<file path="src/rrd_pkg.sv">
// Shared types and constants for the RLE row decoder.
`timescale 1ns / 1ps

package rrd_pkg;

  localparam logic [1:0] PHASE_CTRL = 2'd0;
  localparam logic [1:0] PHASE_LIT  = 2'd1;
  localparam logic [1:0] PHASE_RUN  = 2'd2;

  localparam int unsigned LITERAL_BIT   = 7;
  localparam logic [15:0] ROW_WIDTH_RST = 16'd256;

  typedef struct packed {
    logic [1:0]  phase;
    logic [6:0]  remaining;
    logic [15:0] column;
  } state_t;

  typedef struct packed {
    logic [7:0]  pixel_value;
    logic [6:0]  repeat_count;
    logic [15:0] start_column;
    logic        end_of_row;
    logic        overrun;
    logic        short_row;
  } result_t;

endpackage

</file>
<file path="src/rrd_step.sv">
// Per-byte decode: next decoder state and the result beat, if any.
`timescale 1ns / 1ps

module rrd_step (
  input  rrd_pkg::state_t  st,
  input  logic [7:0]       in_byte,
  input  logic [15:0]      row_width,
  output rrd_pkg::state_t  st_nxt,
  output rrd_pkg::result_t res,
  output logic             res_valid
);

  logic [15:0] room;
  logic [6:0]  n;
  logic [6:0]  kept;
  logic [6:0]  count;

  assign count = in_byte[6:0];
  assign room  = (st.column < row_width) ? (row_width - st.column) : 16'd0;
  assign n     = (st.phase == rrd_pkg::PHASE_LIT) ? 7'd1 : st.remaining;
  assign kept  = ({9'd0, n} < room) ? n : room[6:0];

  always_comb begin
    st_nxt    = st;
    res_valid = 1'b0;
    res       = '0;
    case (st.phase)
      rrd_pkg::PHASE_LIT, rrd_pkg::PHASE_RUN: begin
        res_valid        = 1'b1;
        res.pixel_value  = in_byte;
        res.repeat_count = kept;
        res.start_column = st.column;
        res.overrun      = (kept < n);
        st_nxt.column    = st.column + {9'd0, kept};
        if (st.phase == rrd_pkg::PHASE_LIT) begin
          st_nxt.remaining = st.remaining - 7'd1;
          if (st_nxt.remaining == 7'd0) begin
            st_nxt.phase = rrd_pkg::PHASE_CTRL;
          end
        end else begin
          st_nxt.remaining = 7'd0;
          st_nxt.phase     = rrd_pkg::PHASE_CTRL;
        end
      end
      default: begin
        if (count == 7'd0) begin
          res_valid        = 1'b1;
          res.start_column = st.column;
          res.end_of_row   = 1'b1;
          res.short_row    = (st.column < row_width);
          st_nxt.column    = 16'd0;
          st_nxt.remaining = 7'd0;
          st_nxt.phase     = rrd_pkg::PHASE_CTRL;
        end else begin
          st_nxt.remaining = count;
          st_nxt.phase     = in_byte[rrd_pkg::LITERAL_BIT] ? rrd_pkg::PHASE_LIT
                                                           : rrd_pkg::PHASE_RUN;
        end
      end
    endcase
  end

endmodule

</file>
<file path="src/rle_row_decoder_unit.sv">
// Top level of the RLE row decoder: input stage, decode, result register.
// Takes one compressed byte per cycle and keeps that rate as long as the
// result side takes its beats. A byte is held in the input register, is
// decoded there against the row state, and its result (if it makes one) is
// loaded into the result register that drives the result port. Control
// bytes with a nonzero count update state and produce no result beat. When
// the result register is full and not taken, bytes that make results wait in
// the input register; the stream then advances at the rate results are taken.
`timescale 1ns / 1ps

module rle_row_decoder_unit (
  input  logic        clk,
  input  logic        rst_n,
  input  logic        cfg_we,
  input  logic [15:0] cfg_wdata,
  input  logic        in_valid,
  output logic        in_ready,
  input  logic [7:0]  in_byte,
  output logic        out_valid,
  input  logic        out_ready,
  output logic [7:0]  out_pixel_value,
  output logic [6:0]  out_repeat_count,
  output logic [15:0] out_start_column,
  output logic        out_end_of_row,
  output logic        out_overrun,
  output logic        out_short_row
);

  logic [15:0]      row_width_r;
  logic             s1_valid_r, s1_valid_nxt;
  logic [7:0]       s1_byte_r;
  rrd_pkg::state_t  state_r, state_nxt;
  logic             out_valid_r, out_valid_nxt;
  rrd_pkg::result_t out_res_r;
  rrd_pkg::result_t res;
  logic             res_valid;
  logic             out_free, advance, out_load, in_fire;

  rrd_step u_step (
    .st        (state_r),
    .in_byte   (s1_byte_r),
    .row_width (row_width_r),
    .st_nxt    (state_nxt),
    .res       (res),
    .res_valid (res_valid)
  );

  assign out_free = !out_valid_r || out_ready;
  assign advance  = s1_valid_r && (!res_valid || out_free);
  assign out_load = advance && res_valid;
  assign in_ready = !s1_valid_r || advance;
  assign in_fire  = in_valid && in_ready;

  always_comb begin
    s1_valid_nxt  = in_fire ? 1'b1 : (advance ? 1'b0 : s1_valid_r);
    out_valid_nxt = out_load ? 1'b1 : (out_ready ? 1'b0 : out_valid_r);
  end

  always_ff @(posedge clk) begin
    if (!rst_n) begin
      row_width_r <= rrd_pkg::ROW_WIDTH_RST;
      s1_valid_r  <= 1'b0;
      out_valid_r <= 1'b0;
      state_r     <= '{phase: rrd_pkg::PHASE_CTRL, remaining: 7'd0, column: 16'd0};
    end else begin
      s1_valid_r  <= s1_valid_nxt;
      out_valid_r <= out_valid_nxt;
      if (cfg_we) begin
        row_width_r <= cfg_wdata;
      end
      if (advance) begin
        state_r <= state_nxt;
      end
    end
  end

  always_ff @(posedge clk) begin
    if (in_fire) begin
      s1_byte_r <= in_byte;
    end
    if (out_load) begin
      out_res_r <= res;
    end
  end

  assign out_valid        = out_valid_r;
  assign out_pixel_value  = out_res_r.pixel_value;
  assign out_repeat_count = out_res_r.repeat_count;
  assign out_start_column = out_res_r.start_column;
  assign out_end_of_row   = out_res_r.end_of_row;
  assign out_overrun      = out_res_r.overrun;
  assign out_short_row    = out_res_r.short_row;

  // held byte is never dropped while the result side stalls
  a_hold_s1: assert property (@(posedge clk) disable iff (!rst_n)
    (s1_valid_r && !advance) |=> s1_valid_r)
    else $error("input stage lost a byte");

  // end marker restarts the row
  a_eor_col: assert property (@(posedge clk) disable iff (!rst_n)
    (out_load && res.end_of_row) |=> (state_r.column == 16'd0))
    else $error("column not cleared after end marker");

  // end marker carries no pixels and no overrun
  a_eor_fields: assert property (@(posedge clk) disable iff (!rst_n)
    (out_valid_r && out_res_r.end_of_row) |->
      (out_res_r.repeat_count == 7'd0 && !out_res_r.overrun))
    else $error("end marker with pixel data");

  // short_row only on the end marker beat
  a_short_eor: assert property (@(posedge clk) disable iff (!rst_n)
    (out_valid_r && out_res_r.short_row) |-> out_res_r.end_of_row)
    else $error("short_row outside end marker");

  // a loaded result is presented the next cycle
  a_load_valid: assert property (@(posedge clk) disable iff (!rst_n)
    out_load |=> out_valid_r)
    else $error("loaded result not presented");

endmodule
</file>
<file path="config.mk">
export PLATFORM = sky130hd
export DESIGN_NAME = rle_row_decoder_unit
export DESIGN_NICKNAME = d
export VERILOG_FILES = /design/src/rrd_pkg.sv /design/src/rrd_step.sv /design/src/rle_row_decoder_unit.sv
export SDC_FILE = /design/constraint.sdc
export NUM_CORES = 1
export LEC_CHECK = 0
export ABC_AREA = 1
export BUFFER_PORTS_ARGS = -buffer_cell sky130_fd_sc_hd__buf_2
export CAP_MARGIN = 20
export CORE_MARGIN = 2
export CORE_UTILIZATION = 63
export CTS_CLUSTER_DIAMETER = 50
export DETAILED_ROUTE_END_ITERATION = 10
export GPL_ROUTABILITY_DRIVEN = 0
export PLACE_DENSITY = 0.93
export SYNTH_ARGS = -nofsm -noshare
export SYNTH_HDL_FRONTEND = slang
export SYNTH_SLANG_ARGS = --single-unit
export TNS_END_PERCENT = 1
</file>
<file path="constraint.sdc">
create_clock -name clk -period 13.8 [get_ports clk]
set_clock_uncertainty 0.1 [all_clocks]
set_input_delay 2.76 -clock clk [delete_from_list [all_inputs] [get_ports clk]]
set_output_delay 2.76 -clock clk [all_outputs]
set_load 0.005 [all_outputs]
</file>
* Word level (Yosys, flattened, before mapping)
Cells that the tools add are included.
** Operators by class
- Add/sub/neg operators :: 3
- Magnitude comparators :: 3
- Equality and inequality tests :: 3
- Muxes and demuxes :: 17
- Bitwise logic cells :: 1
- Reductions and logical operators :: 18
** Operators with widths (number)
- $mux 16 :: 3
- $mux 25 :: 1
- $mux 9 :: 2
- $mux 17 :: 1
- $add 16x7->16 :: 1
- $lt 16x16->1 :: 1
- $lt 7x16->1 :: 1
- $sub 16x16->16 :: 1
- $logic_not 7->1 :: 2
- $mux 7 :: 2
- $lt 7x7->1 :: 1
- $sub 7x1->7 const B :: 1
- $mux 1 :: 6
- $reduce_bool 2->1 :: 3
- $mux 2 :: 2
- $reduce_and 2->1 :: 2
- $logic_and 1x1->1 :: 3
- $logic_not 1->1 :: 3
- $logic_or 1x1->1 :: 3
- $ne 3x3->1 const B :: 1
- $reduce_or 3->1 :: 1
- $eq 2x1->1 const B :: 1
- $eq 2x2->1 const B :: 1
- $reduce_or 2->1 :: 1
- $not 1->1 :: 1
** Word-level totals
- Register bits after elaboration :: 85
- Output and inout bits :: 36
- Logic and storage cells :: 58

* Depth between registers and ports, before layout
Gate-level depths: netlist (run 1).
- Word-level depth :: 9
- Mapped depth :: 41
- Gate-level depth less buffers :: 39

* By module
Synthesis (run 1) repeated with hierarchy kept, for this count alone.
** Unflattened totals
- Cell total of the unflattened synthesis :: 759
- Area total of the unflattened synthesis :: 5627.9 um2
** Modules (own cells, without submodules)
- rle_row_decoder_unit :: times used 1, cells each 290, area an instance 3027.9 um2, sequential area each 2122.0 um2
- rrd_step :: times used 1, cells each 469, area an instance 2600.0 um2, sequential area each 0.0 um2

* Least setup slack after synthesis (run 1)
Ideal clock, no wire load.
- Path kind :: in2out
- Start point :: in out_ready
- End point :: out in_ready
- Data arrival time :: 2.949 ns
- Required time :: 10.940 ns
- Path slack :: 7.991 ns
- Stages :: 2
- Path buffers :: 0
- Cells stage by stage :: inv_1 > nand4_1
** Between the ends
- Word-level cells in the longest chain between the ends :: 4
** RTL lines
- start: declaration :: line rle_row_decoder_unit.sv:20 : input logic out_ready,
- $logic_or 1x1->1 :: line rle_row_decoder_unit.sv:48 : assign out_free = !out_valid_r || out_ready;
- $logic_or 1x1->1 :: line rle_row_decoder_unit.sv:49 : assign advance = s1_valid_r && (!res_valid || out_free);
- $logic_and 1x1->1 :: line rle_row_decoder_unit.sv:49
- $logic_or 1x1->1 :: line rle_row_decoder_unit.sv:51 : assign in_ready = !s1_valid_r || advance;
- end: declaration :: line rle_row_decoder_unit.sv:17 : output logic in_ready,
Every way passes these cells.

* Worst setup path in the final report (run 1)
Ends and elaborated chain as after synthesis.

==> Flow_metrics.wiki, run 1 <==
{| class="wikitable"
! Metric !! Value
|-
| Fraction of layout instances using a drive strength above 1 || 0.184
|-
| Crit-path slowest cell || buf_2
|-
| First-pass GRT wire length || 20700 um
|-
| Chain of cells forming the critical path || buf_2, inv_1, nand4_1, buf_2
|-
| Total nets after synthesis || slightly above 700
|-
| Fin Hold WS || 0.382 ns
|-
| Cell family with most CP delay || buffers and inverters
|-
| Setup slack on the worst flop-to-flop path || around 8.1 ns
|-
| Largest stage delay on the critical path || 0.16 ns
|-
| Final worst setup slack || between 7 and 8 ns
|-
| Non-filler instance count after layout || ~820
|-
| Width of the die || around 94 um
|-
| Worst hold path startpoint || row_width_r[0]$_SDFFE_PN0P_
|-
| Measured slew at the worst slew-check pin || 0.839 ns
|-
| Cell area after technology mapping || 5110 sq um
|-
| Post-DRT Antenna Nets || 0
|-
| Die Footprint || roughly 9000 sq um
|-
| Post-synthesis to final-layout area growth || 11.4%
|-
| Number of primary I/O pins || 65
|-
| Worst reg-to-reg path cell count || 38
|-
| Total number of vias || about 4600
|-
| Final Slew Violations || 0
|-
| Filler Cells Inserted || roughly 530
|-
| Post-synthesis average cell area || 7.89 sq um
|-
| Clk sinks || 85
|-
| Ratio of routed vias to standard cells || roughly 5.7
|-
| Vertical die dimension || 94.1 um
|-
| Clock Root Buffer || clkbuf_8
|-
| Total count of hold-check failures in the final report || 0
|-
| Post-route minimum period || 6.08 ns
|-
| Final Cycle Share || 0.441
|-
| Clock Tree Buf Depth || 2
|-
| Flip-flop and latch count after synthesis || 85
|-
| Critical Path Most Common Cell || buf_2
|-
| Length of the first detailed-routing pass in iterations || 5
|-
| Nature of the critical path endpoint || output port
|-
| PortBufs || 64
|-
| Insertion delay of the later-clocked pin in the worst-skew pair || 0.35 ns
|-
| Initial DRC count || around 350
|-
| Clock buffer count from CTS || 9
|-
| Number of gates on the worst path with buffers counted || 4
|-
| Number of maximum-capacitance constraint violations || 0
|-
| Core region area || approximately 7800 sq um
|-
| Diode count || 0
|-
| Worst hold stages || 2
|-
| # nets final || 782
|-
| Residual DRC || 0
|-
| Setup crit start kind || primary input
|-
| Peak VDD IR || ~0.000064 V
|-
| Worst path required time || between 10 and 15 ns
|-
| End point of the worst hold path || row_width_r[0]$_SDFFE_PN0P_
|-
| Max Clk Rate || 164 MHz
|-
| Total congestion overflow || 0
|-
| Final routed wire length divided by cell count || between 15 and 20 um
|-
| Detailed-route wire length || 12500 um
|-
| Outcome || finished clean
|-
| CTS hold repair buffers || 0
|-
| Post-detailed-placement half-perimeter wirelength || 9190 um
|-
| Initial antenna violation count || 0
|-
| Yosys Warn Count || 0
|-
| Cell count after synthesis || between 600 and 700
|-
| Sequential fraction of the synthesis area || 0.415
|-
| Ys async rst share || 0
|-
| Number of setup buffers added after CTS || 0
|-
| Number of rows created at floorplan || 32
|-
| Relative slew margins || 0.437
|-
| Largest fanout of any net on the critical path || 3
|-
| Endpoints failing setup || 0
|-
| Capturing point of the worst reg2reg path || state_r[14]$_SDFFE_PN0P_
|-
| Post-cts sizing count || 0
|-
| Commonest cells after routing, fill and taps aside || nand2_1 (112), inv_1 (99), nor2_1 (93), buf_2 (64), a21oi_1 (44)
|-
| Arrival time reported for the critical path endpoint || 3.22 ns
|-
| Setup crit start || out_ready
|-
| Initial core utilization || 0.655
|-
| Total routing usage reported by global routing || 0.298
|-
| Clock Pin Slew Worst Setup and Hold Paths || roughly 0.08 ns
|-
| Static leakage || 2.66 nW
|-
| H-tree levels || 3
|-
| PD cells || 109 nW/um^2
|-
| Post-placement setup slack || 7.74 ns
|-
| Accumulated negative setup slack || 0 ns
|-
| Crit Path Class || primary input to output port
|-
| Via count of the first global-routing pass || 4462
|-
| CTS tree || done
|-
| Top flip-flop cell by instance count after synthesis || dfxtp_1
|-
| Path type of the worst min-delay path || flop to flop
|-
| Largest net degree at the start of global routing || 37
|-
| Unrepaired setup endpoints after global routing || no
|-
| Number of distinct standard cells referenced by the synthesized netlist || 45
|-
| Number of synthesized flops with an enable pin || 42
|-
| Placed Cells incl. Taps || between 800 and 900
|-
| Most common cell after layout, fill and taps aside || nand2_1
|-
| RR Startpoint || row_width_r[0]$_SDFFE_PN0P_
|-
| Fraction of the core area covered by cells at the end of the flow || 0.730
|-
| CP bufs+invs || 3
|}
[layout make-up]
class / count / area [sq um] / share of cell area
inverter: 107 / 402 / 0.0705
timing repair buffer: 65 / 328 / 0.0575
tap: 102 / 128 / 0.0224
sequential: 85 / 2120 / 0.372
clock buffer: 10 / 128 / 0.0224
multi-input combinational: 443 / 2520 / 0.442
clock inverter: 6 / 71.3 / 0.0125
[worst min-delay path: stages, from the launching register on]
cell and delay (ns):
dfxtp_1 0.30, inv_1 0.07, a21oi_1 0.06
[kinds of logic (layout without fill, tap and decap cells)]
kind of cell             after synthesis  count (layout)  synth area share
AND/OR/NAND/NOR                      284             284             0.247
buffers and inverters                120             188            0.0920
AO/OA/AOI/OAI                        106             106             0.122
flip-flops                            85              85             0.415
adder cells (fa/ha/maj)               42              42             0.106
XOR/XNOR                              11              11            0.0188
[synth_stat cells, drive strengths merged (2+ instances only)]
master  instances  area share
clkbuf          7      0.0051
o21ai          40       0.045
fa              2      0.0078
ha             40       0.098
nand2         127        0.10
o21bai          4      0.0066
nor3            9       0.012
dfxtp          43        0.17
a21oi          46       0.046
xor2            7       0.012
o22ai           4      0.0049
nand3b          5      0.0073
buf             6      0.0083
nand3          22       0.023
nor2          105       0.084
inv           106       0.078
a211oi          6      0.0088
nand4           7      0.0086
edfxtp         42        0.25
and2            3      0.0037
xnor2           4      0.0068
or2             4      0.0049
nor4            2      0.0024
o21a            2      0.0029
[power by group]
group	internal, mW	switching (mW)	total, mW
Combinational	0.0557	0.105	0.161
Clock	0.0857	0.0938	0.180
Sequential	0.277	0.00592	0.283
Total	0.419	0.205	0.623
[layer usage]
metal,GRT usage,wire length [um],vias to the layer above
met2,0.522,6230,235
met3,0.0465,861,60
met4,0.146,546,0
li1,-,-,2233
met1,0.353,4870,2105
met5,0,0,-
[how the worst max path moves through the flow]
stage | end | slack [ns]
after floorplan | in_ready | 7.99
after global placement | in_ready | 7.75
after detailed placement | in_ready | 7.74
after CTS | in_ready | 7.73
after global routing | state_r[14]$_SDFFE_PN0P_ | 7.61
final | in_ready | 7.72
[per-stage QoR]
step           cell area [sq um]  power, mW
2_1_floorplan               5110      0.407
3_3_place_gp                5500      0.435
3_5_place_dp                5500      0.444
4_1_cts                     5700      0.621
5_1_grt                     5700      0.655
6_report                    5700      0.623
[state kept, by name, indices dropped and copies added (netlist names)]
name / count
out_pixel_value: 8
s1_valid_r: 1
out_short_row: 1
row_width_r: 16
out_repeat_count: 7
out_overrun: 1
out_end_of_row: 1
state_r: 25
s1_byte_r: 8
out_valid: 1
out_start_column: 16
No activity file was read; power rests on OpenSTA's default activity.
==> inputs of run 2 (changes only) <==
Settings changed: CORE_UTILIZATION 63 to 53, PLACE_DENSITY 0.93 to 0.84.
Clock period 13.8 ns to 5.1 ns, I/O delays scaled along.
==> run 2 against run 1 <==
  * Flip-flop and latch count is the same
  * Worst setup slack lost 7.7 ns
  * Final area grew 9.1%
  * Sequential share of layout area shrank 3.0 points
  * Count of clock-buffer cells in the layout is the same
  * First-iteration DRC count grew 3.7%
  * Combinational power grew to 3.3 times the previous value
  * Non-clock buffer count grew 17
  * Register-to-register slack lost 8.1 ns
  * Critical path type is now flop to flop
  * Critical endpoint is now state_r[15]$_SDFFE_PN0P_
==> Flow_metrics.wiki, run 2 (synthesis results as in run 1) <==
{| class="wikitable"
! Metric !! Value
|-
| Outcome || finished clean (unchanged)
|-
| Largest stage delay on the critical path || 0.44 ns (was 0.16 ns)
|-
| Width of the die || 102 um (was 94.1 um)
|-
| RR Startpoint || state_r[2]$_SDFFE_PN0P_ (was row_width_r[0]$_SDFFE_PN0P_)
|-
| # nets final || 799 (was 782)
|-
| Clock Pin Slew Worst Setup and Hold Paths || 0.08 ns (about the same)
|-
| Non-filler instance count after layout || 862 (was 818)
|-
| Final Slew Violations || 0 (unchanged)
|-
| Nature of the critical path endpoint || flop (was output port)
|-
| Placed Cells incl. Taps || 832 (was 802)
|-
| Die Footprint || 10500 sq um (was 8860 sq um)
|-
| Initial core utilization || 0.551 (was 0.655)
|-
| Initial DRC count || 362 (was 349)
|-
| Commonest cells after routing, fill and taps aside || nand2_1 (104), inv_1 (95), nor2_1 (86), buf_2 (64), edfxtp_1 (42) (was nand2_1 (112), inv_1 (99), nor2_1 (93), buf_2 (64), a21oi_1 (44))
|-
| Final std cell area, no fill || 6220 sq um (was 5700 sq um)
|-
| Initial antenna violation count || 0 (unchanged)
|-
| Worst hold path startpoint || row_width_r[8]$_SDFFE_PN1P_ (was row_width_r[0]$_SDFFE_PN0P_)
|-
| Crit-path slowest cell || dfxtp_1 (was buf_2)
|-
| Crit Path Class || flop to flop (was primary input to output port)
|-
| PortBufs || 64 (unchanged)
|-
| Final Cycle Share || 0.992
|-
| Final routed wire length divided by cell count || 15.9 um (was 15.3 um)
|-
| Post-detailed-placement half-perimeter wirelength || 9380 um (was 9190 um)
|-
| Ratio of routed vias to standard cells || 5.60 (was 5.66)
|-
| Critical Path Most Common Cell || nand2_1 (was buf_2)
|-
| Clock buffer count from CTS || 9 (unchanged)
|-
| Max Clk Rate || 198 MHz
|-
| Routing usage on met1 || 0.274 (was 0.353)
|-
| Endpoints failing setup || 0 (unchanged)
|-
| Worst path required time || 5.24 ns (was 10.94 ns)
|-
| Diode count || 0 (unchanged)
|-
| Total count of hold-check failures in the final report || 0 (unchanged)
|-
| Peak VDD IR || 0.000176 V (was 0.0000643 V)
|-
| Accumulated negative setup slack || 0 ns (unchanged)
|-
| Detailed-route wire length || 13700 um (was 12500 um)
|-
| H-tree levels || 3 (unchanged)
|-
| Post-route minimum period || just over 5 ns
|-
| Via count of the first global-routing pass || 4302 (was 4462)
|-
| Length of the first detailed-routing pass in iterations || 7 (was 5)
|-
| First-pass GRT wire length || 19500 um (was 20700 um)
|-
| Clk sinks || 85 (unchanged)
|-
| Met3 usage in global routing || 0.0506 (was 0.0465)
|-
| Relative slew margins || 0.510 (was 0.437)
|-
| CTS hold repair buffers || 0 (unchanged)
|-
| Arrival time reported for the critical path endpoint || 5.20 ns (was 3.22 ns)
|-
| Clock Tree Buf Depth || 2 (unchanged)
|-
| Path type of the worst min-delay path || flop to flop (unchanged)
|-
| Fin Hold WS || 0.371 ns (was 0.382 ns)
|-
| PD cells || 304 nW/um^2 (was 109 nW/um^2)
|-
| Insertion delay of the later-clocked pin in the worst-skew pair || 0.37 ns (was 0.35 ns)
|-
| Global Route met2 Usage || 0.428 (was 0.522)
|-
| CTS tree || done (unchanged)
|-
| Largest fanout of any net on the critical path || 8 (was 3)
|-
| Measured slew at the worst slew-check pin || 0.729 ns (was 0.839 ns)
|-
| Standard cell area after detailed placement || 5560 sq um (was 5500 sq um)
|-
| Fraction of layout instances using a drive strength above 1 || 0.265 (was 0.184)
|-
| Total routing usage reported by global routing || 0.239 (was 0.298)
|-
| Core region area || 9280 sq um (was 7810 sq um)
|-
| Setup crit start kind || flop (was primary input)
|-
| Register containing the most flip-flops in the final layout || state_r (unchanged)
|-
| Post-synthesis to final-layout area growth || 21.6% (was 11.4%)
|-
| Total congestion overflow || 0 (unchanged)
|-
| Filler Cells Inserted || 710 (was 525)
|-
| Number of primary I/O pins || 65 (unchanged)
|-
| Largest net degree at the start of global routing || 31 (was 37)
|-
| Vertical die dimension || 102 um (was 94.1 um)
|-
| Most common cell after layout, fill and taps aside || nand2_1 (unchanged)
|-
| Number of rows created at floorplan || 35 (was 32)
|-
| Total number of vias || 4828 (was 4633)
|-
| Number of maximum-capacitance constraint violations || 0 (unchanged)
|-
| Max reg flops || 25 (unchanged)
|-
| Post-DRT Antenna Nets || 0 (unchanged)
|-
| Setup slack on the worst flop-to-flop path || 0.04 ns (was 8.14 ns)
|-
| Setup crit start || state_r[2]$_SDFFE_PN0P_ (was out_ready)
|-
| Residual DRC || 0 (unchanged)
|-
| Global route hottest layer || met2 (unchanged)
|-
| Static leakage || 2.80 nW (was 2.66 nW)
|-
| Clock Root Buffer || clkbuf_8 (unchanged)
|}
## run 2: power breakdown
| group | internal, mW | switching, mW |
|---|---|---|
| clock | 0.327 | 0.255 |
| sequential | 0.750 | 0.0177 |
| combinational | 0.202 | 0.337 |
## run 2: final timing paths
check | cells past startpoint | end
hold / removal | 2 | row_width_r[8]$_SDFFE_PN1P_
hold reg to reg | 2 | row_width_r[8]$_SDFFE_PN1P_
setup / recovery | 29 | state_r[15]$_SDFFE_PN0P_
setup reg to reg | 29 | state_r[15]$_SDFFE_PN0P_
## run 2: cell type report
cell class                 instances  area (sq um)  area share
clock buffer                      10           128      0.0205
clock inverter                     6           111      0.0179
inverter                         107           402      0.0646
multi-input combinational        443          2820       0.454
sequential                        85          2130       0.342
tap                              129           161      0.0260
timing repair buffer              82           467      0.0751
## run 2: worst max-delay path: cells and delay by family (launching register included)
family	cells	cell delay [ns]
DFF	1	0.44
and+or+nand+nor	12	1.37
xor gates and xnor gates	1	0.18
buffers and inverters	4	0.44
adders and majority gates	3	0.94
AOI/OAI and AO/OA	9	1.45
## run 2: per-layer routing
| layer | routed length (um) | up-vias | share of wire |
|---|---|---|---|
| li1 | - | 2267 | - |
| met1 | 5200 | 2281 | 0.38 |
| met2 | 6950 | 229 | 0.51 |
| met3 | 989 | 51 | 0.072 |
| met4 | 546 | 0 | 0.040 |
| met5 | 0 | - | 0 |
## run 2: stage by stage
| step | power (mW) | utilization | setup slack [ns] |
|---|---|---|---|
| after floorplan | 1.10 | - | 0.396 |
| after global placement | 1.19 | 0.599 | 0.290 |
| after detailed placement | 1.20 | 0.599 | -0.0384 |
| after CTS | 1.78 | 0.627 | 0.0410 |
| after global routing | 1.96 | 0.670 | -0.167 |
| final | 1.89 | 0.670 | 0.0431 |
## run 2: repair_timing
item / in CTS / in global routing
pin swaps: 0 / 24
setup endpoints to repair: 2 / 9
setup buffers: 0 / 14
gates resized for setup: 6 / 69
==> inputs of run 3 (changes only) <==
Settings changed: CTS_BUF_LIST set to sky130_fd_sc_hd__clkbuf_16.
==> run 3 against run 2 <==
  * Count of clock-buffer cells in the layout fell by 1
  * Via count rose by 0.17%
  * Register-to-register slack improved by 0.02 ns
  * First-iteration DRC count fell by 6.1%
  * Critical endpoint unchanged
  * Utilization rose by 0.97 points
  * Sequential power barely moved
  * Non-clock buffer count did not move
  * Flip-flop and latch count did not move
  * Die area did not move
==> Flow_metrics.wiki, run 3 (synthesis results as in run 1) <==
{| class="wikitable"
! Metric !! Value
|-
| Measured slew at the worst slew-check pin || 0.789 ns (was 0.729 ns)
|-
| Post-DRT Antenna Nets || 0 (unchanged)
|-
| End point of the worst hold path || row_width_r[8]$_SDFFE_PN1P_ (unchanged)
|-
| Ratio of routed vias to standard cells || 5.61 (was 5.60)
|-
| Final Cycle Share || 0.988 (was 0.992)
|-
| Initial antenna violation count || 0 (unchanged)
|-
| Initial core utilization || 0.551 (unchanged)
|-
| Clock buffer count from CTS || 9 (unchanged)
|-
| Total number of vias || 4836 (was 4828)
|-
| PD cells || 328 nW/um^2 (was 304 nW/um^2)
|-
| Post-synthesis to final-layout area growth || 23.3% (was 21.6%)
|-
| Via count of the first global-routing pass || 4400 (was 4302)
|-
| Final std cell area, no fill || 6310 sq um (was 6220 sq um)
|-
| Residual DRC || 0 (unchanged)
|-
| First-pass GRT wire length || 20200 um (was 19500 um)
|-
| Commonest cells after routing, fill and taps aside || nand2_1 (105), inv_1 (96), nor2_1 (86), buf_2 (64), edfxtp_1 (42) (was nand2_1 (104), inv_1 (95), nor2_1 (86), buf_2 (64), edfxtp_1 (42))
|-
| Max reg flops || 25 (unchanged)
|-
| Largest net degree at the start of global routing || 31 (unchanged)
|-
| Endpoints failing setup || 0 (unchanged)
|-
| Post-detailed-placement half-perimeter wirelength || 9380 um (unchanged)
|-
| Initial DRC count || 340 (was 362)
|-
| Worst reg-to-reg path cell count || 32 (was 29)
|-
| Path type of the worst min-delay path || flop to flop (unchanged)
|-
| Total congestion overflow || 0 (unchanged)
|-
| Post-route minimum period || 5.04 ns (was 5.06 ns)
|-
| H-tree levels || 3 (unchanged)
|-
| Clock Tree Buf Depth || 2 (unchanged)
|-
| PortBufs || 64 (unchanged)
|-
| Largest fanout of any net on the critical path || 8 (unchanged)
|-
| # nets final || 799 (unchanged)
|-
| Insertion delay of the later-clocked pin in the worst-skew pair || 0.35 ns (was 0.37 ns)
|-
| Outcome || finished clean (unchanged)
|-
| Die Footprint || 10500 sq um (unchanged)
|-
| Number of primary I/O pins || 65 (unchanged)
|-
| Worst path required time || 5.22 ns (was 5.24 ns)
|-
| Number of rows created at floorplan || 35 (unchanged)
|-
| Standard cell area after detailed placement || 5560 sq um (unchanged)
|-
| Length of the first detailed-routing pass in iterations || 7 (unchanged)
|-
| Crit-path slowest cell || dfxtp_1 (unchanged)
|-
| Clock Root Buffer || clkbuf_16 (was clkbuf_8)
|-
| Total routing usage reported by global routing || 0.248 (was 0.239)
|-
| Final Slew Violations || 0 (unchanged)
|-
| Relative slew margins || 0.471 (was 0.510)
|-
| RR Startpoint || state_r[13]$_SDFFE_PN0P_ (was state_r[2]$_SDFFE_PN0P_)
|-
| Worst hold stages || 2 (unchanged)
|-
| Vertical die dimension || 102 um (unchanged)
|-
| Worst hold path startpoint || row_width_r[8]$_SDFFE_PN1P_ (unchanged)
|-
| Final routed wire length divided by cell count || 16.6 um (was 15.9 um)
|-
| Detailed-route wire length || 14300 um (was 13700 um)
|-
| Peak VDD IR || 0.000178 V (was 0.000176 V)
|-
| Crit Path Class || flop to flop (unchanged)
|-
| Most common cell after layout, fill and taps aside || nand2_1 (unchanged)
|-
| CTS tree || done (unchanged)
|-
| Static leakage || 2.85 nW (was 2.80 nW)
|-
| Setup slack on the worst flop-to-flop path || 0.06 ns (was 0.04 ns)
|-
| Diode count || 0 (unchanged)
|-
| Critical Path Most Common Cell || nand2_1 (unchanged)
|-
| Fraction of layout instances using a drive strength above 1 || 0.265 (unchanged)
|-
| FF+latch area || 2130 sq um (unchanged)
|-
| Max Clk Rate || 198 MHz (about the same)
|-
| Number of maximum-capacitance constraint violations || 0 (unchanged)
|-
| CTS hold repair buffers || 0 (unchanged)
|-
| Setup crit start kind || flop (unchanged)
|-
| Nature of the critical path endpoint || flop (unchanged)
|-
| Core region area || 9280 sq um (unchanged)
|-
| Multi-input gate area in the final layout || 2810 sq um (was 2820 sq um)
|-
| Accumulated negative setup slack || 0 ns (unchanged)
|-
| Fraction of the core area covered by cells at the end of the flow || 0.680 (was 0.670)
|-
| Clk sinks || 85 (unchanged)
|-
| Total count of hold-check failures in the final report || 0 (unchanged)
|-
| Width of the die || 102 um (unchanged)
|-
| Filler Cells Inserted || 687 (was 710)
|-
| Clock Pin Slew Worst Setup and Hold Paths || 0.06 ns (was 0.08 ns)
|-
| Register containing the most flip-flops in the final layout || state_r (unchanged)
|-
| Largest stage delay on the critical path || 0.40 ns (was 0.44 ns)
|-
| Arrival time reported for the critical path endpoint || 5.16 ns (was 5.20 ns)
|-
| Capturing point of the worst reg2reg path || state_r[15]$_SDFFE_PN0P_ (unchanged)
|}
run 3: cell count changes in the layout (fill, tap and decap cells not counted), sizes merged:
cell    previous run  this run
clkbuf            10         9
inv              107       108
run 3: critical path: cells and delay by family (launching register included):
| kind | cells | cell delay, ns |
|---|---|---|
| adders and majority gates | 3 | 0.99 |
| buffers and inverters | 5 | 0.52 |
| DFF | 1 | 0.40 |
| and+or+nand+nor | 19 | 2.19 |
| AOI/OAI and AO/OA | 5 | 0.71 |
run 3: worst max-delay path by stage:
stage | startpoint | endpoint | slack (ns) | cells past startpoint
after floorplan | row_width_r[0]$_SDFFE_PN0P_ | state_r[14]$_SDFFE_PN0P_ | 0.40 | 41
after global placement | row_width_r[0]$_SDFFE_PN0P_ | state_r[14]$_SDFFE_PN0P_ | 0.29 | 38
after detailed placement | row_width_r[0]$_SDFFE_PN0P_ | state_r[15]$_SDFFE_PN0P_ | -0.04 | 37
after CTS | row_width_r[0]$_SDFFE_PN0P_ | state_r[14]$_SDFFE_PN0P_ | 0.03 | 36
after global routing | state_r[6]$_SDFFE_PN0P_ | state_r[14]$_SDFFE_PN0P_ | -0.21 | 37
final | state_r[13]$_SDFFE_PN0P_ | state_r[15]$_SDFFE_PN0P_ | 0.06 | 32
run 3: metal layers:
metal | part of all wire | GRT usage | up-vias
met5 | 0 | 0 | -
met2 | 0.51 | 0.457 | 288
met3 | 0.075 | 0.0492 | 55
li1 | - | - | 2277
met1 | 0.37 | 0.282 | 2216
met4 | 0.039 | 0.0913 | 0
run 3: repair_timing:
action,CTS,global route
pin swaps,0,25
gates resized for setup,6,68
setup endpoints to repair,2,9
setup buffers,0,14
run 3: power breakdown:
group	leakage, nW	switching (mW)	internal (mW)
Sequential	0.735	0.0181	0.751
Clock	0.169	0.276	0.478
Combinational	1.95	0.344	0.204
run 3: through the flow:
stage / setup slack (ns) / total power, mW / hold slack [ns] / cells
6_report: 0.0589 / 2.07 / 0.367 / 862
5_1_grt: -0.210 / 2.14 / 0.385 / 862
4_1_cts: 0.0285 / 1.96 / 0.368 / 848
3_5_place_dp: -0.0384 / 1.20 / 0.349 / 832
3_3_place_gp: 0.290 / 1.19 / 0.351 / 832
2_1_floorplan: 0.396 / 1.10 / 0.335 / 648
run 3: area by class of cell:
cell class / count / share of cell area
well taps: 129 / 0.0256
flip-flops and latches: 85 / 0.337
repair buffers: 82 / 0.0740
clock buffers: 9 / 0.0357
multi-input cells: 443 / 0.445
clock inverters: 7 / 0.0182
inverters: 107 / 0.0637
